File: config.mk
export PLATFORM = sky130hd
export DESIGN_NAME = aes_front
export DESIGN_NICKNAME = d
export VERILOG_FILES = /design/src/sv/aes_pkg.sv /design/src/sv/aes_front.sv
export SDC_FILE = /design/constraint.sdc
export NUM_CORES = 1
export LEC_CHECK = 0
export ABC_AREA = 1
export BUFFER_PORTS_ARGS = -buffer_cell sky130_fd_sc_hd__buf_4
export CORE_MARGIN = 1.5
export CORE_UTILIZATION = 30
export DETAILED_ROUTE_END_ITERATION = 10
export PLACE_DENSITY = 0.51
export SLEW_MARGIN = 40
export SYNTH_ARGS = -nofsm -noshare
export SYNTH_HDL_FRONTEND = slang
export SYNTH_SLANG_ARGS = --single-unit
File: constraint.sdc
create_clock -name clk -period 17.7 [get_ports clk]
set_clock_uncertainty 0.15 [all_clocks]
set_input_delay 3.54 -clock clk [delete_from_list [all_inputs] [get_ports clk]]
set_output_delay 3.54 -clock clk [all_outputs]
set_load 0.02 [all_outputs]
File: src/sv/aes_pkg.sv
package aes_pkg;

    localparam int ROUNDS    = 10;
    localparam int BLK_W     = 128;
    localparam int CFG_IDX_W = 8;

    // configuration register indexes
    localparam logic [CFG_IDX_W-1:0] REG_KEY_HIGH = 8'd0;
    localparam logic [CFG_IDX_W-1:0] REG_KEY_LOW  = 8'd1;

    typedef enum logic
    {
        OP_ENC = 1'b0,
        OP_DEC = 1'b1
    } op_t;

    // one round key per round, round 0 at index 0
    typedef logic [ROUNDS:0][BLK_W-1:0] rk_set_t;

    typedef struct packed
    {
        op_t              op;
        logic             eob;
        logic [BLK_W-1:0] data;
    } item_t;

    // forward S-box, entry 0 in the top byte
    localparam logic [2047:0] SBOX_BITS = {
        128'h637c777bf26b6fc53001672bfed7ab76,
        128'hca82c97dfa5947f0add4a2af9ca472c0,
        128'hb7fd9326363ff7cc34a5e5f171d83115,
        128'h04c723c31896059a071280e2eb27b275,
        128'h09832c1a1b6e5aa0523bd6b329e32f84,
        128'h53d100ed20fcb15b6acbbe394a4c58cf,
        128'hd0efaafb434d338545f9027f503c9fa8,
        128'h51a3408f929d38f5bcb6da2110fff3d2,
        128'hcd0c13ec5f974417c4a77e3d645d1973,
        128'h60814fdc222a908846eeb814de5e0bdb,
        128'he0323a0a4906245cc2d3ac629195e479,
        128'he7c8376d8dd54ea96c56f4ea657aae08,
        128'hba78252e1ca6b4c6e8dd741f4bbd8b8a,
        128'h703eb5664803f60e613557b986c11d9e,
        128'he1f8981169d98e949b1e87e9ce5528df,
        128'h8ca1890dbfe6426841992d0fb054bb16
    };

    // inverse S-box, built from the forward one at elaboration
    function automatic logic [2047:0] build_inv_sbox();
        logic [2047:0] r;
        logic [7:0]    s;
        r = '0;
        for (int i = 0; i < 256; i++)
        begin
            s = SBOX_BITS[8*(255-i) +: 8];
            r[8*(255-int'(s)) +: 8] = 8'(i);
        end
        return r;
    endfunction

    localparam logic [2047:0] INV_SBOX_BITS = build_inv_sbox();

    function automatic logic [7:0] sub_fwd(input logic [7:0] b);
        return SBOX_BITS[{~b, 3'b000} +: 8];
    endfunction

    function automatic logic [7:0] sub_inv(input logic [7:0] b);
        return INV_SBOX_BITS[{~b, 3'b000} +: 8];
    endfunction

    function automatic logic [7:0] xt(input logic [7:0] b);
        return {b[6:0], 1'b0} ^ (b[7] ? 8'h1b : 8'h00);
    endfunction

    function automatic logic [7:0] gm9(input logic [7:0] a);
        return xt(xt(xt(a))) ^ a;
    endfunction

    function automatic logic [7:0] gm11(input logic [7:0] a);
        return xt(xt(xt(a))) ^ xt(a) ^ a;
    endfunction

    function automatic logic [7:0] gm13(input logic [7:0] a);
        return xt(xt(xt(a))) ^ xt(xt(a)) ^ a;
    endfunction

    function automatic logic [7:0] gm14(input logic [7:0] a);
        return xt(xt(xt(a))) ^ xt(xt(a)) ^ xt(a);
    endfunction

    function automatic logic [31:0] mix_col(input logic [31:0] w);
        logic [7:0] a0, a1, a2, a3;
        a0 = w[31:24];
        a1 = w[23:16];
        a2 = w[15:8];
        a3 = w[7:0];
        return {xt(a0) ^ xt(a1) ^ a1 ^ a2 ^ a3,
                a0 ^ xt(a1) ^ xt(a2) ^ a2 ^ a3,
                a0 ^ a1 ^ xt(a2) ^ xt(a3) ^ a3,
                xt(a0) ^ a0 ^ a1 ^ a2 ^ xt(a3)};
    endfunction

    function automatic logic [31:0] inv_mix_col(input logic [31:0] w);
        logic [7:0] a0, a1, a2, a3;
        a0 = w[31:24];
        a1 = w[23:16];
        a2 = w[15:8];
        a3 = w[7:0];
        return {gm14(a0) ^ gm11(a1) ^ gm13(a2) ^ gm9(a3),
                gm9(a0) ^ gm14(a1) ^ gm11(a2) ^ gm13(a3),
                gm13(a0) ^ gm9(a1) ^ gm14(a2) ^ gm11(a3),
                gm11(a0) ^ gm13(a1) ^ gm9(a2) ^ gm14(a3)};
    endfunction

    // one cipher round; decrypt follows the equivalent inverse cipher
    function automatic logic [BLK_W-1:0] cipher_round(input logic [BLK_W-1:0] st,
                                                      input logic dec,
                                                      input logic last,
                                                      input logic [BLK_W-1:0] key);
        logic [BLK_W-1:0] res;
        logic [31:0]      w;
        logic [7:0]       bt;
        int               src;
        res = '0;
        for (int c = 0; c < 4; c++)
        begin
            w = '0;
            for (int r = 0; r < 4; r++)
            begin
                src = dec ? ((c - r) & 3) : ((c + r) & 3);
                bt  = st[127-32*src-8*r -: 8];
                bt  = dec ? sub_inv(bt) : sub_fwd(bt);
                w[31-8*r -: 8] = bt;
            end
            if (!last)
            begin
                w = dec ? inv_mix_col(w) : mix_col(w);
            end
            res[127-32*c -: 32] = w ^ key[127-32*c -: 32];
        end
        return res;
    endfunction

    function automatic logic [7:0] rcon(input logic [3:0] rnd);
        logic [7:0] r;
        case (rnd)
            4'd1:    r = 8'h01;
            4'd2:    r = 8'h02;
            4'd3:    r = 8'h04;
            4'd4:    r = 8'h08;
            4'd5:    r = 8'h10;
            4'd6:    r = 8'h20;
            4'd7:    r = 8'h40;
            4'd8:    r = 8'h80;
            4'd9:    r = 8'h1b;
            4'd10:   r = 8'h36;
            default: r = 8'h00;
        endcase
        return r;
    endfunction

    // next 128-bit round key from the previous one
    function automatic logic [BLK_W-1:0] next_round_key(input logic [BLK_W-1:0] prev,
                                                        input logic [7:0] rc);
        logic [31:0] w0, w1, w2, w3, t, n0, n1, n2, n3;
        w0 = prev[127:96];
        w1 = prev[95:64];
        w2 = prev[63:32];
        w3 = prev[31:0];
        t  = {sub_fwd(w3[23:16]) ^ rc, sub_fwd(w3[15:8]), sub_fwd(w3[7:0]),
              sub_fwd(w3[31:24])};
        n0 = w0 ^ t;
        n1 = w1 ^ n0;
        n2 = w2 ^ n1;
        n3 = w3 ^ n2;
        return {n0, n1, n2, n3};
    endfunction

    function automatic logic [BLK_W-1:0] inv_mix_key(input logic [BLK_W-1:0] k);
        return {inv_mix_col(k[127:96]), inv_mix_col(k[95:64]),
                inv_mix_col(k[63:32]), inv_mix_col(k[31:0])};
    endfunction

endpackage

File: src/sv/aes_front.sv
module aes_front
    import aes_pkg::*;
(
    input  logic        clk,
    input  logic        rst_n,
    input  logic        busy,
    input  logic        in_valid,
    output logic        in_stall,
    input  logic        operation,
    input  logic [63:0] block_hi,
    input  logic [63:0] block_lo,
    input  logic        end_of_buffer,
    output logic        q_valid,
    output item_t       q_item,
    input  logic        q_pop
);

    item_t      mem_reg [2];
    logic       wr_ptr_reg, rd_ptr_reg;
    logic [1:0] count_reg;
    logic       push;
    item_t      in_item;

    assign in_stall = busy || (count_reg == 2'd2);
    assign push     = in_valid && !in_stall;

    // classify the beat by operation and pack its end-of-buffer flag and data
    always_comb
    begin
        in_item.op   = operation ? OP_DEC : OP_ENC;
        in_item.eob  = end_of_buffer;
        in_item.data = {block_hi, block_lo};
    end

    // two-entry queue toward the round pipeline
    always_ff @(posedge clk or negedge rst_n)
    begin
        if (!rst_n)
        begin
            wr_ptr_reg <= 1'b0;
            rd_ptr_reg <= 1'b0;
            count_reg  <= '0;
        end
        else
        begin
            if (push)
            begin
                wr_ptr_reg <= ~wr_ptr_reg;
            end
            if (q_pop)
            begin
                rd_ptr_reg <= ~rd_ptr_reg;
            end
            count_reg <= count_reg + {1'b0, push} - {1'b0, q_pop};
        end
    end

    always_ff @(posedge clk)
    begin
        if (push)
        begin
            mem_reg[wr_ptr_reg] <= in_item;
        end
    end

    assign q_valid = (count_reg != 2'd0);
    assign q_item  = mem_reg[rd_ptr_reg];

endmodule

**Yosys cells after proc, flatten, opt, wreduce, memory -nomap -nowiden**

Memory sizes are Yosys's and may differ from the RTL's.
Cells that the tools add are included.
W data, S select, Z words.

- $add $sub $neg: 2
- Eq/ne operators: 1
- Mux-type cells: 3
- Bitwise gates (word level): 2
- Reductions and logical operators: 4

Operators with widths:

| cell | number |
|---|---|
| $mux W1 | 3 |
| $add A2 B1 Y2 | 1 |
| $eq A2 B2 Y1 const B | 1 |
| $not A1 Y1 | 2 |
| $reduce_bool A2 Y1 | 1 |
| $sub A2 B1 Y2 | 1 |
| $logic_and A1 B1 Y1 | 1 |
| $logic_not A1 Y1 | 1 |
| $logic_or A1 B1 Y1 | 1 |

- Register bits: 4
- RAM bits: 260
- Input port bits: 135
- Memories kept: 1

Memories:

| name | words | bits a word | read ports | clocked after memory_dff | wr ports | line | text |
|---|---|---|---|---|---|---|---|
| mem_reg | 2 | 130 | 1 | 0 | 1 | aes_front.sv:18 | `item_t mem_reg [2];` |

**Longest topological paths before layout**

- Depth after elaboration: 6
- Depth in mapped cells: 9
- Mapped depth without buffers: 9

**Worst setup path before layout**

No wires, ideal clock.

- Kind: input to register
- From: input port busy
- To: memory mem_reg[1][0] in the netlist's numbering, enable pin
- Data arrival time: 9141 ps
- Required time: 16929 ps
- Slack: 7788 ps
- Stages on the path: 3
- Path through: inv_1 -> nand3_1 -> nor2_1

- Word-level cells in the longest chain between the ends: 5

RTL lines:

| what | line | text |
|---|---|---|
| from (decl) | aes_front.sv:6 | `input logic busy,` |
| $logic_or A1 B1 Y1 | aes_front.sv:24 | `assign in_stall = busy \|\| (count_reg == 2'd2);` |
| $logic_not A1 Y1 | aes_front.sv:25 | `assign push = in_valid && !in_stall;` |
| $logic_and A1 B1 Y1 | aes_front.sv:25 |  |
| $mux W1 | aes_front.sv:60 | `if (push)` |
| $mux W1 (not written as such) | aes_front.sv:62 | `mem_reg[wr_ptr_reg] <= in_item;` |
| to (decl) | aes_front.sv:18 |  |

No other way between the ends.

**Worst setup path after layout**

- From: input port busy
- To: output port in_stall

- Word-level cells in the longest chain between the ends: 1

RTL lines:

| what | line | text |
|---|---|---|
| $logic_or A1 B1 Y1 | aes_front.sv:24 |  |
| to (decl) | aes_front.sv:8 | `output logic in_stall,` |

No other way between the ends.

==> metrics.md <==
| Metric | Value |
|---|---|
| Slowest library cell on the worst path | sky130_fd_sc_hd__buf_4 |
| Kind of end point of the critical path | primary output |
| Status | complete, no violations |
| Share of async-settable or async-resettable flops after synthesis | 1.52% |
| Final HPWL from detailed placement | 13.1 mm |
| Slew at the pin closest to its max-slew limit | roughly 760 ps |
| Main synth FF type | sky130_fd_sc_hd__edfxtp_1 |
| Core footprint | 33400 um^2 |
| Cell accounting for the most synthesized area | sky130_fd_sc_hd__edfxtp_1 |
| Maximum level of the CTS H-tree | 1 |
| CTS clk-pin slew, worst paths | 60 ps |
| Detail-routed via count per cell | 4.10 |
| Final critical delay including setup and external delays | about 7600 ps |
| Via count of the first global-routing pass | ~5700 |
| Number of antenna violations at the first check in global routing | 0 |
| Crit share post-route | 43.0% |
| Hold-fix buffers at CTS | 0 |
| Internal power | 1.39 mW |
| Worst path most repeated cell | sky130_fd_sc_hd__buf_4 |
| Leakage power total | 5.53 nW |
| Cell count after placement | 1399 |
| Final count of pins violating max slew | 0 |
| P_sw | 0.729 mW |
| Average instance area after synthesis | 14.3 um^2 |
| Post-route ant nets | 0 |
| Commonest cells post-synth | 260 x sky130_fd_sc_hd__edfxtp_1, 140 x sky130_fd_sc_hd__nand2_1, 138 x sky130_fd_sc_hd__inv_1, 60 x sky130_fd_sc_hd__o21ai_2, 57 x sky130_fd_sc_hd__o21ai_0 |
| Residual DRC | 0 |
| Wire length of the first global-routing pass | 32.2 mm |
| Syn_nets | 845 |
| R2r worst-path depth | 4 |
| Worst reg2reg setup slack | roughly 15000 ps |
| GP Congestion | 0.675 |
| Total gr overflow | 0 |
| Gate Count Post-Synth | between 700 and 800 |
| Fin cells | between 1000 and 1500 |
| Clock tree from TritonCTS | yes |
| Proportion of synthesized chip area in sequential cells | 77.9% |
| Wire length reported by the detailed router | 20.6 mm |
| GRT Overall Usage | 11.6% |
| Class of the most critical setup path | in2out |
| Top post-synthesis cells by area | sky130_fd_sc_hd__edfxtp_1 77%, sky130_fd_sc_hd__nand2_1 5.2%, sky130_fd_sc_hd__o21ai_2 5.2% |
| Count of antenna diodes in the layout | 0 |
| Peak supply drop | 0.120 mV |
| Count of input and output buffers | roughly 270 |
| Startpoint of the worst setup timing path | busy |
| Fraction of post-synthesis cell area in the top cell type by area | 77.0% |
| Final critical-path setup slack | 10080 ps |
| Largest incremental delay on the critical path | roughly 150 ps |
| Worst Setup Start Kind | primary input |
| Count of flip-flops with a built-in enable after synthesis | 260 |
| RSZ-0062 raised after global routing | false |
| Via count | 5952 |
| Total of warnings raised by yosys | 0 |
| Count of unique library cells instantiated by Yosys | 17 |
| Top-level I/O count | 267 |
| Post-place setup slack | between 10000 and 15000 ps |
| Footprint of the multi-input gates | between 1000 and 1500 um^2 |
| Worst Path Arrival | just under 4000 ps |
| Count of clock tree sinks | 264 |
| Detailed router's first-iteration violation count | 211 |
| Worst slew margin | 49.3% |
| Flip-flop and latch area | ~7900 um^2 |
| Cts bufs inserted | 30 |
| WHS Path Cells | 2 |
| TNS Setup | 0 ps |
| Kind of path behind the tightest hold check | reg2reg |
| Critical path fanouts, max | 3 |
| Post-synthesis register bit count | 264 |
| FMAX | 0.131 GHz |
| Combinational share of power | 34.8% |
| End of the critical path | in_stall |
| Max-cap viol count | 0 |
| Die area | 34900 um^2 |
| Max FFs per register | 260 |
| Clock root buffer | sky130_fd_sc_hd__clkbuf_16 |
| Site Rows | 67 |
| Maximum number of pins on one net before global-route repair | 109 |
| Layout cells sized above 1 | 37.6% |
| Min-delay src | wr_ptr_reg$_DFFE_PN0P_ |
| Net total in the final layout | 1120 |
| Initial core utilization | 30.3% |
| Netlist area before placement | around 10000 um^2 |
| Layout overhead on the synthesized area | 32.6% |
| Final-report setup violation count | 0 |
| Critical R2R Launch | count_reg[1]$_DFF_PN0_ |
| Fraction of power consumed by the clock network | 27.4% |
| Final core utilization | 40.2% |
| CP Cell Sequence | buf_4, inv_1, nand2_1, buf_4 |
| End of the worst register-to-register path | mem_reg[0][90]$_DFFE_PP_ |
| Switching part of the total | 34.4% |
| Chip width | ~190 um |
| Avg WL per Cell | between 10 and 15 um |
| PostCTS Resize Cnt | 0 |
| Areal power density over the cells | 158 nW/um^2 |
| Final hold violations | 0 |
| Die extent in y | 187 um |
| Clock latency at the later pin of the worst-skew pair | 540 ps |
| Number of buffers on the longest clock path | 3 |
| Setup Buffers After CTS | 0 |
| Dominant cell by count in the synthesized netlist | sky130_fd_sc_hd__edfxtp_1 |
| Sequential group share of total power | 37.9% |
| Count of fill cells added during filler insertion | 3186 |
| Drt first pass iters | 4 |
| WP data required | 14010 ps |
| Sum of internal, switching and leakage power | ~2.1 mW |
how the worst min path moves through the flow:
stage	to	slack [ps]
floorplan	wr_ptr_reg$_DFFE_PN0P_	290
global placement	wr_ptr_reg$_DFFE_PN0P_	310
detailed placement	wr_ptr_reg$_DFFE_PN0P_	330
CTS	wr_ptr_reg$_DFFE_PN0P_	340
global route	wr_ptr_reg$_DFFE_PN0P_	360
finish	wr_ptr_reg$_DFFE_PN0P_	340
power groups by stage:
stage | Sequential [mW] | Combinational (mW) | Clock [mW]
global route | 0.812 | 0.805 | 0.625
finish | 0.803 | 0.737 | 0.580
floorplan | 0.814 | 0.483 | 0
CTS | 0.804 | 0.757 | 0.601
global placement | 0.815 | 0.750 | 0
detailed placement | 0.816 | 0.755 | 0
worst max-delay path: cells and delay by family:
| family | cells | cell delay [ps] |
|---|---|---|
| buf+inv | 3 | 330 |
| simple gates | 1 | 60 |
through the flow:
| stage | hold slack (ps) | cell area [um^2] |
|---|---|---|
| finish | 337 | 13500 |
| global route | 357 | 13500 |
| CTS | 340 | 13500 |
| detailed placement | 326 | 12500 |
| global placement | 313 | 12500 |
| floorplan | 292 | 10100 |
final cells by class:
| cell class | instances | area share [%] |
|---|---|---|
| Clock inverter | 19 | 1.05 |
| Clock buffer | 35 | 5.88 |
| Tap cell | 448 | 4.17 |
| Multi-Input combinational cell | 277 | 10.9 |
| Timing Repair Buffer | 272 | 15.3 |
| Sequential cell | 264 | 58.8 |
| Inverter | 138 | 3.89 |
layer usage:
metal  GRT usage [%]  share of wire, %
met1            14.2                41
met2            18.9                47
met3            5.14                10
met4            2.67               1.9
met5               0                 0
cells in the final DEF (no fill, tap or decap):
| cell | n |
|---|---|
| sky130_fd_sc_hd__ha_1 | 2 |
| sky130_fd_sc_hd__clkinvlp_4 | 2 |
| sky130_fd_sc_hd__o21ai_0 | 57 |
| sky130_fd_sc_hd__inv_6 | 1 |
| sky130_fd_sc_hd__buf_6 | 5 |
| sky130_fd_sc_hd__nor2_4 | 1 |
| sky130_fd_sc_hd__nand3_1 | 2 |
| sky130_fd_sc_hd__clkinv_1 | 7 |
| sky130_fd_sc_hd__dfrtp_4 | 1 |
| sky130_fd_sc_hd__nand4_1 | 1 |
| sky130_fd_sc_hd__o21ai_1 | 13 |
| sky130_fd_sc_hd__nand2_1 | 140 |
| sky130_fd_sc_hd__dfrtp_1 | 3 |
| sky130_fd_sc_hd__clkbuf_16 | 31 |
| sky130_fd_sc_hd__buf_4 | 267 |
| sky130_fd_sc_hd__o21ai_2 | 60 |
| sky130_fd_sc_hd__clkbuf_1 | 4 |
| sky130_fd_sc_hd__xor2_1 | 1 |
| sky130_fd_sc_hd__bufinv_16 | 2 |
| sky130_fd_sc_hd__clkinv_2 | 8 |
| sky130_fd_sc_hd__edfxtp_1 | 260 |
| sky130_fd_sc_hd__inv_1 | 137 |
logic make-up after synthesis:
family | synth area share, %
XOR/XNOR | 0.0863
AO/OA/AOI/OAI | 8.63
buffers and inverters | 7.72
AND/OR/NAND/NOR | 5.38
flip-flops | 77.9
adder cells (fa/ha/maj) | 0.247
Power figures use the tool's default switching activity.
